File: config.mk
export PLATFORM = sky130hd
export DESIGN_NAME = multi_queue_engine_flat
export DESIGN_NICKNAME = d
export VERILOG_FILES = /design/src/rtl/mqe_pkg.sv /design/src/rtl/mqe_in_if.sv /design/src/rtl/mqe_out_if.sv /design/src/rtl/mqe_ram.sv /design/src/rtl/multi_queue_engine.sv /design/src/flat_wrapper.sv
export VERILOG_INCLUDE_DIRS = /design/src /design/src/rtl
export SDC_FILE = /design/constraint.sdc
export NUM_CORES = 2
export LEC_CHECK = 0
export ABC_CLOCK_PERIOD_IN_PS = 14900
export BUFFER_PORTS_ARGS = -buffer_cell sky130_fd_sc_hd__buf_2
export CAP_MARGIN = 20
export CELL_PAD_IN_SITES_DETAIL_PLACEMENT = 1
export CELL_PAD_IN_SITES_GLOBAL_PLACEMENT = 1
export CORE_ASPECT_RATIO = 1.75
export CORE_MARGIN = 1
export CORE_UTILIZATION = 55
export CTS_CLUSTER_SIZE = 16
export DETAILED_ROUTE_END_ITERATION = 7
export GPL_TIMING_DRIVEN = 0
export PLACE_DENSITY_LB_ADDON = 0.08
export REMOVE_ABC_BUFFERS = 1
export SLEW_MARGIN = 0
export SYNTH_ARGS = -nofsm -noshare
export SYNTH_HDL_FRONTEND = slang
export SYNTH_SLANG_ARGS = --single-unit
File: constraint.sdc
create_clock -name clk -period 14.9 [get_ports clk]
set_clock_uncertainty 0.2 [all_clocks]
set_input_delay 2.235 -clock clk [delete_from_list [all_inputs] [get_ports clk]]
set_output_delay 2.235 -clock clk [all_outputs]
set_load 0.005 [all_outputs]
File: src/rtl/multi_queue_engine_assert.svh
// assertion helpers for the queue engine
`ifndef MULTI_QUEUE_ENGINE_ASSERT_SVH
`define MULTI_QUEUE_ENGINE_ASSERT_SVH

// same-cycle implication
`define MQE_ASSERT_IMPL(label, clk, rst, ante, cons) \
  label: assert property (@(posedge clk) disable iff (rst) (ante) |-> (cons)) \
    else $error("queue engine assertion failed");

// next-cycle implication
`define MQE_ASSERT_NEXT(label, clk, rst, ante, cons) \
  label: assert property (@(posedge clk) disable iff (rst) (ante) |=> (cons)) \
    else $error("queue engine assertion failed");

`endif

File: src/rtl/mqe_pkg.sv
package mqe_pkg;

  localparam int QNUM_BITS    = 4;
  localparam int CFG_BITS     = 4;
  localparam int OUTCOME_BITS = 3;

  localparam logic [CFG_BITS-1:0] CFG_RESET = 4'd8;

  // result queue
  localparam int OQ_DEPTH    = 4;
  localparam int OQ_PTR_BITS = 2;
  localparam int OQ_CNT_BITS = 3;

  typedef enum logic [0:0] {
    OP_ENQUEUE = 1'b0,
    OP_DEQUEUE = 1'b1
  } op_t;

  typedef enum logic [OUTCOME_BITS-1:0] {
    OUT_ENQUEUED = 3'd0,
    OUT_DEQUEUED = 3'd1,
    OUT_INVALID  = 3'd2,
    OUT_EMPTY    = 3'd3,
    OUT_FULL     = 3'd4
  } outcome_t;

endpackage

File: src/rtl/mqe_in_if.sv
interface mqe_in_if #(
  parameter int TAG_BITS = 16
);
  logic                             valid;
  logic                             ready;
  mqe_pkg::op_t                     op;
  logic [mqe_pkg::QNUM_BITS-1:0]    queue_number;
  logic [TAG_BITS-1:0]              item_tag;

  modport source (output valid, output op, output queue_number, output item_tag,
                  input ready);
  modport sink   (input valid, input op, input queue_number, input item_tag,
                  output ready);
endinterface

File: src/rtl/mqe_out_if.sv
interface mqe_out_if #(
  parameter int TAG_BITS = 16
);
  logic                 valid;
  logic                 ready;
  mqe_pkg::outcome_t    outcome;
  logic [TAG_BITS-1:0]  out_tag;

  modport source (output valid, output outcome, output out_tag, input ready);
  modport sink   (input valid, input outcome, input out_tag, output ready);
endinterface

File: src/rtl/mqe_ram.sv
module mqe_ram #(
  parameter int WIDTH = 16,
  parameter int DEPTH = 16,
  localparam int AW = (DEPTH > 1) ? $clog2(DEPTH) : 1
) (
  input  logic             clk,
  input  logic             we,
  input  logic [AW-1:0]    waddr,
  input  logic [WIDTH-1:0] wdata,
  input  logic             re,
  input  logic [AW-1:0]    raddr,
  output logic [WIDTH-1:0] rdata
);

  logic [WIDTH-1:0] mem [DEPTH];

  // read-first
  always_ff @(posedge clk) begin
    if (we) begin
      mem[waddr] <= wdata;
    end
    if (re) begin
      rdata <= mem[raddr];
    end
  end

endmodule

File: src/rtl/multi_queue_engine.sv
// A result is offered once its transaction has passed the stage 1 and stage 2 registers and is in the output queue.
// Throughput: one transaction per cycle while results are taken; the pointer table
// read, the forwarding of the previous pointer write and the tag memory port set this.
// cmd.ready drops once four transactions are in flight or waiting at the output.
// Reset (rst, synchronous): all queues empty, queues_in_use = 8, output queue empty.
// Tag storage is not cleared; a tag is only read after it was written.
`include "multi_queue_engine_assert.svh"

module multi_queue_engine #(
  parameter int NUM_QUEUES  = 8,
  parameter int QUEUE_DEPTH = 16,
  parameter int TAG_BITS    = 16
) (
  input  logic                           clk,
  input  logic                           rst,
  input  logic                           cfg_wr_en,
  input  logic [mqe_pkg::CFG_BITS-1:0]   cfg_wr_data,
  mqe_in_if.sink                         cmd,
  mqe_out_if.source                      res
);

  import mqe_pkg::*;

  localparam int QW = (NUM_QUEUES > 1) ? $clog2(NUM_QUEUES) : 1;
  localparam int HW = $clog2(QUEUE_DEPTH);
  localparam int CW = $clog2(QUEUE_DEPTH + 1);
  localparam int SW = HW + 1;
  localparam int PW = HW + CW;
  localparam int ID = NUM_QUEUES * QUEUE_DEPTH;
  localparam int IW = $clog2(ID);
  localparam int LW = QNUM_BITS + 1;

  // configuration
  logic [CFG_BITS-1:0] queues_in_use;

  always_ff @(posedge clk) begin
    if (rst) begin
      queues_in_use <= CFG_RESET;
    end else if (cfg_wr_en) begin
      queues_in_use <= cfg_wr_data;
    end
  end

  // input decode
  logic [LW-1:0]        limit;
  logic                 cmd_ok;
  logic [QNUM_BITS-1:0] cmd_qidx;
  logic [QW-1:0]        cmd_q;
  logic                 accept;

  assign limit    = (LW'(queues_in_use) > LW'(NUM_QUEUES)) ? LW'(NUM_QUEUES)
                                                          : LW'(queues_in_use);
  assign cmd_ok   = (cmd.queue_number != '0) && (LW'(cmd.queue_number) <= limit);
  assign cmd_qidx = cmd.queue_number - QNUM_BITS'(1);
  assign cmd_q    = cmd_qidx[QW-1:0];
  assign accept   = cmd.valid && cmd.ready;

  // pointer table: {head, count} per queue
  logic                  ptr_we;
  logic [PW-1:0]         ptr_wdata;
  logic [PW-1:0]         ptr_rd;
  logic [NUM_QUEUES-1:0] ptr_valid;

  // stage 1
  logic          s1_v;
  op_t           s1_op;
  logic          s1_ok;
  logic [QW-1:0] s1_q;
  logic [TAG_BITS-1:0] s1_tag;
  logic          s1_pv;

  // last pointer write, for forwarding
  logic          lw_v;
  logic [QW-1:0] lw_q;
  logic [PW-1:0] lw_data;

  // stage 2
  logic     s2_v;
  outcome_t s2_outcome;

  // output queue
  outcome_t            oq_outcome [OQ_DEPTH];
  logic [TAG_BITS-1:0] oq_tag     [OQ_DEPTH];
  logic [OQ_PTR_BITS-1:0] oq_wr;
  logic [OQ_PTR_BITS-1:0] oq_rd;
  logic [OQ_CNT_BITS-1:0] oq_count;
  logic [OQ_CNT_BITS-1:0] credit;
  logic                   push;
  logic                   pop;

  assign credit    = oq_count + OQ_CNT_BITS'(s1_v) + OQ_CNT_BITS'(s2_v);
  assign cmd.ready = credit < OQ_CNT_BITS'(OQ_DEPTH);

  mqe_ram #(
    .WIDTH (PW),
    .DEPTH (NUM_QUEUES)
  ) u_ptr_ram (
    .clk   (clk),
    .we    (ptr_we),
    .waddr (s1_q),
    .wdata (ptr_wdata),
    .re    (accept),
    .raddr (cmd_q),
    .rdata (ptr_rd)
  );

  always_ff @(posedge clk) begin
    if (rst) begin
      ptr_valid <= '0;
      s1_v      <= 1'b0;
      lw_v      <= 1'b0;
      s2_v      <= 1'b0;
    end else begin
      if (ptr_we) begin
        ptr_valid[s1_q] <= 1'b1;
      end
      s1_v <= accept;
      lw_v <= ptr_we;
      s2_v <= s1_v;
    end
  end

  always_ff @(posedge clk) begin
    if (accept) begin
      s1_op  <= cmd.op;
      s1_ok  <= cmd_ok;
      s1_q   <= cmd_q;
      s1_tag <= cmd.item_tag;
      s1_pv  <= ptr_valid[cmd_q];
    end
    lw_q    <= s1_q;
    lw_data <= ptr_wdata;
  end

  // stage 1: read-modify-write of the pointers
  logic [PW-1:0] ptr_cur;
  logic [HW-1:0] head;
  logic [CW-1:0] count;
  logic [SW-1:0] sum;
  logic [HW-1:0] slot_enq;
  logic [HW-1:0] head_inc;
  logic [HW-1:0] slot;
  logic          full;
  logic          empty;
  logic          item_we;
  logic          item_re;
  logic [IW-1:0] item_addr;
  logic [TAG_BITS-1:0] item_rd;
  outcome_t      outcome;

  assign ptr_cur  = (lw_v && (lw_q == s1_q)) ? lw_data : (s1_pv ? ptr_rd : '0);
  assign head     = ptr_cur[PW-1:CW];
  assign count    = ptr_cur[CW-1:0];
  assign sum      = SW'(head) + SW'(count);
  assign slot_enq = (sum >= SW'(QUEUE_DEPTH)) ? HW'(sum - SW'(QUEUE_DEPTH)) : HW'(sum);
  assign head_inc = (head == HW'(QUEUE_DEPTH - 1)) ? '0 : head + HW'(1);
  assign full     = count == CW'(QUEUE_DEPTH);
  assign empty    = count == '0;

  always_comb begin
    ptr_we    = 1'b0;
    ptr_wdata = ptr_cur;
    item_we   = 1'b0;
    item_re   = 1'b0;
    slot      = head;
    outcome   = OUT_INVALID;
    if (s1_v && s1_ok) begin
      if (s1_op == OP_ENQUEUE) begin
        if (full) begin
          outcome = OUT_FULL;
        end else begin
          outcome   = OUT_ENQUEUED;
          ptr_we    = 1'b1;
          item_we   = 1'b1;
          slot      = slot_enq;
          ptr_wdata = {head, count + CW'(1)};
        end
      end else begin
        if (empty) begin
          outcome = OUT_EMPTY;
        end else begin
          outcome   = OUT_DEQUEUED;
          ptr_we    = 1'b1;
          item_re   = 1'b1;
          ptr_wdata = {head_inc, count - CW'(1)};
        end
      end
    end
  end

  assign item_addr = IW'(s1_q) * IW'(QUEUE_DEPTH) + IW'(slot);

  mqe_ram #(
    .WIDTH (TAG_BITS),
    .DEPTH (ID)
  ) u_item_ram (
    .clk   (clk),
    .we    (item_we),
    .waddr (item_addr),
    .wdata (s1_tag),
    .re    (item_re),
    .raddr (item_addr),
    .rdata (item_rd)
  );

  always_ff @(posedge clk) begin
    s2_outcome <= outcome;
  end

  // output queue
  assign push      = s2_v;
  assign pop       = res.valid && res.ready;
  assign res.valid = oq_count != '0;
  assign res.outcome = oq_outcome[oq_rd];
  assign res.out_tag = oq_tag[oq_rd];

  always_ff @(posedge clk) begin
    if (rst) begin
      oq_wr    <= '0;
      oq_rd    <= '0;
      oq_count <= '0;
    end else begin
      if (push) begin
        oq_wr <= oq_wr + OQ_PTR_BITS'(1);
      end
      if (pop) begin
        oq_rd <= oq_rd + OQ_PTR_BITS'(1);
      end
      oq_count <= oq_count + OQ_CNT_BITS'(push) - OQ_CNT_BITS'(pop);
    end
  end

  always_ff @(posedge clk) begin
    if (push) begin
      oq_outcome[oq_wr] <= s2_outcome;
      oq_tag[oq_wr]     <= (s2_outcome == OUT_DEQUEUED) ? item_rd : '0;
    end
  end

  `MQE_ASSERT_IMPL(a_credit_bound, clk, rst, 1'b1, credit <= OQ_CNT_BITS'(OQ_DEPTH))
  `MQE_ASSERT_NEXT(a_no_drop, clk, rst, s1_v, s2_v)
  `MQE_ASSERT_IMPL(a_deq_read, clk, rst, s2_v && (s2_outcome == OUT_DEQUEUED), $past(item_re))
  `MQE_ASSERT_IMPL(a_count_range, clk, rst, ptr_we, ptr_wdata[CW-1:0] <= CW'(QUEUE_DEPTH))

endmodule

File: src/flat_wrapper.sv
// flat-port wrapper written by rule: the top's interface ports become plain ports
module multi_queue_engine_flat import mqe_pkg::*;
#(
  parameter int NUM_QUEUES  = 8,
  parameter int QUEUE_DEPTH = 16,
  parameter int TAG_BITS    = 16
)
  (clk, rst, cfg_wr_en, cfg_wr_data, cmd_valid, cmd_op, cmd_queue_number, cmd_item_tag, cmd_ready, res_valid, res_outcome, res_out_tag, res_ready);
  mqe_in_if #(.TAG_BITS(TAG_BITS)) cmd_i ();
  mqe_out_if #(.TAG_BITS(TAG_BITS)) res_i ();
  input  logic clk;
  input  logic rst;
  input  logic cfg_wr_en;
  input  logic [mqe_pkg::CFG_BITS-1:0] cfg_wr_data;
  input wire logic [$bits(cmd_i.valid)-1:0] cmd_valid;
  input wire logic [$bits(cmd_i.op)-1:0] cmd_op;
  input wire logic [$bits(cmd_i.queue_number)-1:0] cmd_queue_number;
  input wire logic [$bits(cmd_i.item_tag)-1:0] cmd_item_tag;
  output wire logic [$bits(cmd_i.ready)-1:0] cmd_ready;
  output wire logic [$bits(res_i.valid)-1:0] res_valid;
  output wire logic [$bits(res_i.outcome)-1:0] res_outcome;
  output wire logic [$bits(res_i.out_tag)-1:0] res_out_tag;
  input wire logic [$bits(res_i.ready)-1:0] res_ready;
  assign cmd_i.valid = cmd_valid;
  assign cmd_i.op = cmd_op;
  assign cmd_i.queue_number = cmd_queue_number;
  assign cmd_i.item_tag = cmd_item_tag;
  assign cmd_ready = cmd_i.ready;
  assign res_valid = res_i.valid;
  assign res_outcome = res_i.outcome;
  assign res_out_tag = res_i.out_tag;
  assign res_i.ready = res_ready;
  multi_queue_engine #(.NUM_QUEUES(NUM_QUEUES), .QUEUE_DEPTH(QUEUE_DEPTH), .TAG_BITS(TAG_BITS)) u_core (.clk(clk), .rst(rst), .cfg_wr_en(cfg_wr_en), .cfg_wr_data(cfg_wr_data), .cmd(cmd_i), .res(res_i));
endmodule
==> flow_summary.toml <==
[sta]
rsz0062_at_grt = "false"
drv_slew = 0
worst_slew_pin_slew_ps = 1330
slew_headroom_pct = 10.5
finalHoldViolCount = 0
clock.fmax_ghz = 0.0941
fin_crit_sh_pct = 71.3
setup_violations = 0
fin_crit_ps = 10620

[grt]
overflow = 0
grt.total_usage_pct = 40.6
grt_pass1_vias = 59500
grt_antenna_before_repair = 13
grt_first_pass_wirelength_mm = 460
grt_max_degree = 86

[synth]
netlist.area_leader.share_pct = 75.5
yosys.cell_types.count = 106
synth_cells = 5334
synth_area_sq_um = 89300
synth_area_leader_cell = "edfxtp_1"
yosys-top-cells-area = "edfxtp_1 (75%), mux2i_1 (3.1%), nand2_1 (1.8%)"
synth-edff-count = 2243
synth_warnings = 0
seq_area_frac_synth_pct = 76.3
synth.avg_cell_area_sq_um = 16.7
synth-seq-cells = 2282
ys.flop_type = "edfxtp_1"
async_reset_ff_share_pct = 0

[placed_design]
io_buffers = 50
dp_cells = 7579
globalplace.congestion = 0.859
dp_hpwl_mm = 215
place_area_sq_um = 99300

[drt]
wire_per_inst_microns = 42.0
dr.pass1.iters = 7
num_vias = 58000
drtAntennaViolNets = 0
wl_mm = 334
first_iter_violations = 8656
viasPerCell = 7.29
route.detailed.drc = 0

[run]
drv_cap = 0

[clocking]
clock-sinks = 2282
worstSkewPairLatency_ps = 860
clockBufferDepth = 4
h-tree-depth = 4
cts_tree = "yes"
postCtsHoldBufs = 0
cts_root_buffer = "clkbuf_16"
cts_resized = 0
clkTransAtPathRegs_ps = 70
cts_buffers = 205
post_cts_buffers = 0

[power]
irDropWorstVdd_v = 0.000104
powerDensity_nw_per_um2 = 148
totalPowerFinal_mw = 15.7
p_leak_nw = 34.1

[die]
die_w_microns = 307
core_area_sq_um = 161000
dieArea_sq_um = 164000
initial_utilization_pct = 55.3
die_h_microns = 535
ios = 51
num_rows = 195

[finish]
fillers = 13500
nets = 5672
postLayoutCellArea_sq_um = 106000
drive_gt1_share_pct = 19.2
area_delta_synth_final_pct = 18.5
stdcell_count = 7953

[setup_path]
end_kind = "flop"
cp-start-kind = "flop"
arrival_ps = 10990
cp.required_ps = 15270
path_max_fanout = 23
worst-setup-path-type = "flop to flop"

[min_path]
hp-class = "flop to flop"

[run_status]
status = "complete, no violations"
worst max-delay path, cell delays in order, from the launching register on:
cell and delay (ps):
edfxtp_1 730, xnor2_1 440, nand4_1 560, buf_8 380
mux2i_2 1030, inv_2 410, ha_1 370, ha_1 310
o31ai_2 840, nand2_2 880, a31oi_4 970, buf_16 280
buf_12 220, buf_16 180, buf_16 180, a21oi_1 60
a221o_1 280, o21ai_0 870, nand3_1 500, a311o_1 550
stage by stage:
| step | setup slack, ps | util, % | hold WS, ps | TNS, ps |
|---|---|---|---|---|
| floorplan | 1250 | - | 235 | 0 |
| global placement | -18460 | 56.1 | 247 | -6283590 |
| detailed placement | 4960 | 61.6 | 258 | 0 |
| CTS | 4830 | 65.6 | 282 | 0 |
| global route | 4340 | 65.6 | 291 | 0 |
| finish | 4280 | 65.6 | 276 | 0 |
placed cells by master (no fill, tap or decap), types with 45 or more instances in the layout:
cell,synthesis,layout
nand3_1,91,87
clkbuf_16,0,211
a22o_1,45,45
mux2i_1,273,270
buf_2,151,57
nor2_2,0,110
o211ai_1,52,52
a22oi_1,165,165
a222oi_1,151,151
nor2_1,177,63
clkinv_1,0,58
o22ai_1,52,52
a221oi_1,58,58
buf_12,0,45
a21oi_1,232,229
buf_16,0,187
buf_8,0,90
nand2_1,417,412
edfxtp_1,2243,2243
mux2_2,134,132
o21ai_0,153,152
logic make-up after synthesis:
kind of cell | share of synthesized area [%]
DFF | 76.3
and+or+nand+nor | 4.65
muxes | 5.85
AOI/OAI and AO/OA | 10.6
adders and majority gates | 0.283
xor gates and xnor gates | 0.136
buffers and inverters | 2.13
sequential cells by signal (all words and copies together) (netlist names), 2 cells and up, named ones only:
| name | count |
|---|---|
| u_core.s1_q | 3 |
| u_core.oq_wr | 2 |
| u_core.queues_in_use | 4 |
| u_core.s1_tag | 16 |
| u_core.s2_outcome | 3 |
| u_core.u_ptr_ram.mem | 72 |
| u_core.oq_count | 3 |
| u_core.u_ptr_ram.rdata | 9 |
| u_core.oq_rd | 2 |
| u_core.oq_tag | 64 |
| u_core.ptr_valid | 8 |
| u_core.u_item_ram.rdata | 16 |
| u_core.lw_data | 9 |
| u_core.lw_q | 3 |
| u_core.u_item_ram.mem | 2048 |
| u_core.oq_outcome | 12 |
layer usage:
| layer | up-vias | share of wire (%) | global-route usage (%) |
|---|---|---|---|
| li1 | 22300 | - | - |
| met1 | 29900 | 32 | 46.9 |
| met2 | 4388 | 47 | 65.1 |
| met3 | 1374 | 10 | 8.48 |
| met4 | 16 | 10 | 33.9 |
| met5 | - | 0.032 | 0 |
cell type report:
class	count	area (sq um)	area share [%]
clock inverters	111	991	0.937
diodes	6	15.0	0.0142
multi-input cells	2658	20000	18.9
clock buffers	252	5440	5.15
inverters	23	88.8	0.0840
flip-flops and latches	2282	68100	64.4
repair buffers	454	8410	7.95
well taps	2167	2710	2.56
synth_stat cells, drive strengths merged (17+ instances only):
master / count
dfxtp: 39
a22o: 45
nand4: 31
a221o: 39
o22ai: 52
mux2: 137
nor4: 24
nor3: 40
nand3: 93
a22oi: 165
a21oi: 235
a31oi: 18
o211ai: 52
o2111ai: 31
inv: 23
mux2i: 276
buf: 243
a2111oi: 36
a221oi: 60
a211oi: 32
a222oi: 151
o21ai: 159
and2: 37
a21o: 25
nor2: 178
edfxtp: 2243
o221ai: 34
mux4: 40
clkbuf: 128
nand2: 420
ha: 17
path summary, 6_finish.rpt:
path | from | end | slack [ps] | cells past startpoint
worst max-delay path | u_core.s1_q[1]$_DFFE_PP_ | u_core.u_item_ram.rdata[2]$_DFFE_PP_ | 4280 | 19
worst min-delay path | u_core.ptr_valid[7]$_SDFFE_PP0P_ | u_core.ptr_valid[7]$_SDFFE_PP0P_ | 280 | 1
worst max register to register | u_core.s1_q[1]$_DFFE_PP_ | u_core.u_item_ram.rdata[2]$_DFFE_PP_ | 4280 | 19
worst min register to register | u_core.ptr_valid[7]$_SDFFE_PP0P_ | u_core.ptr_valid[7]$_SDFFE_PP0P_ | 280 | 1
where the power goes:
| part | internal, mW | total, mW | switching [mW] |
|---|---|---|---|
| sequential | 7.27 | 7.36 | 0.0860 |
| clock | 2.91 | 5.28 | 2.37 |
| combinational | 1.00 | 3.02 | 2.02 |
| total | 11.2 | 15.7 | 4.47 |
No activity file was read; power rests on OpenSTA's default activity.
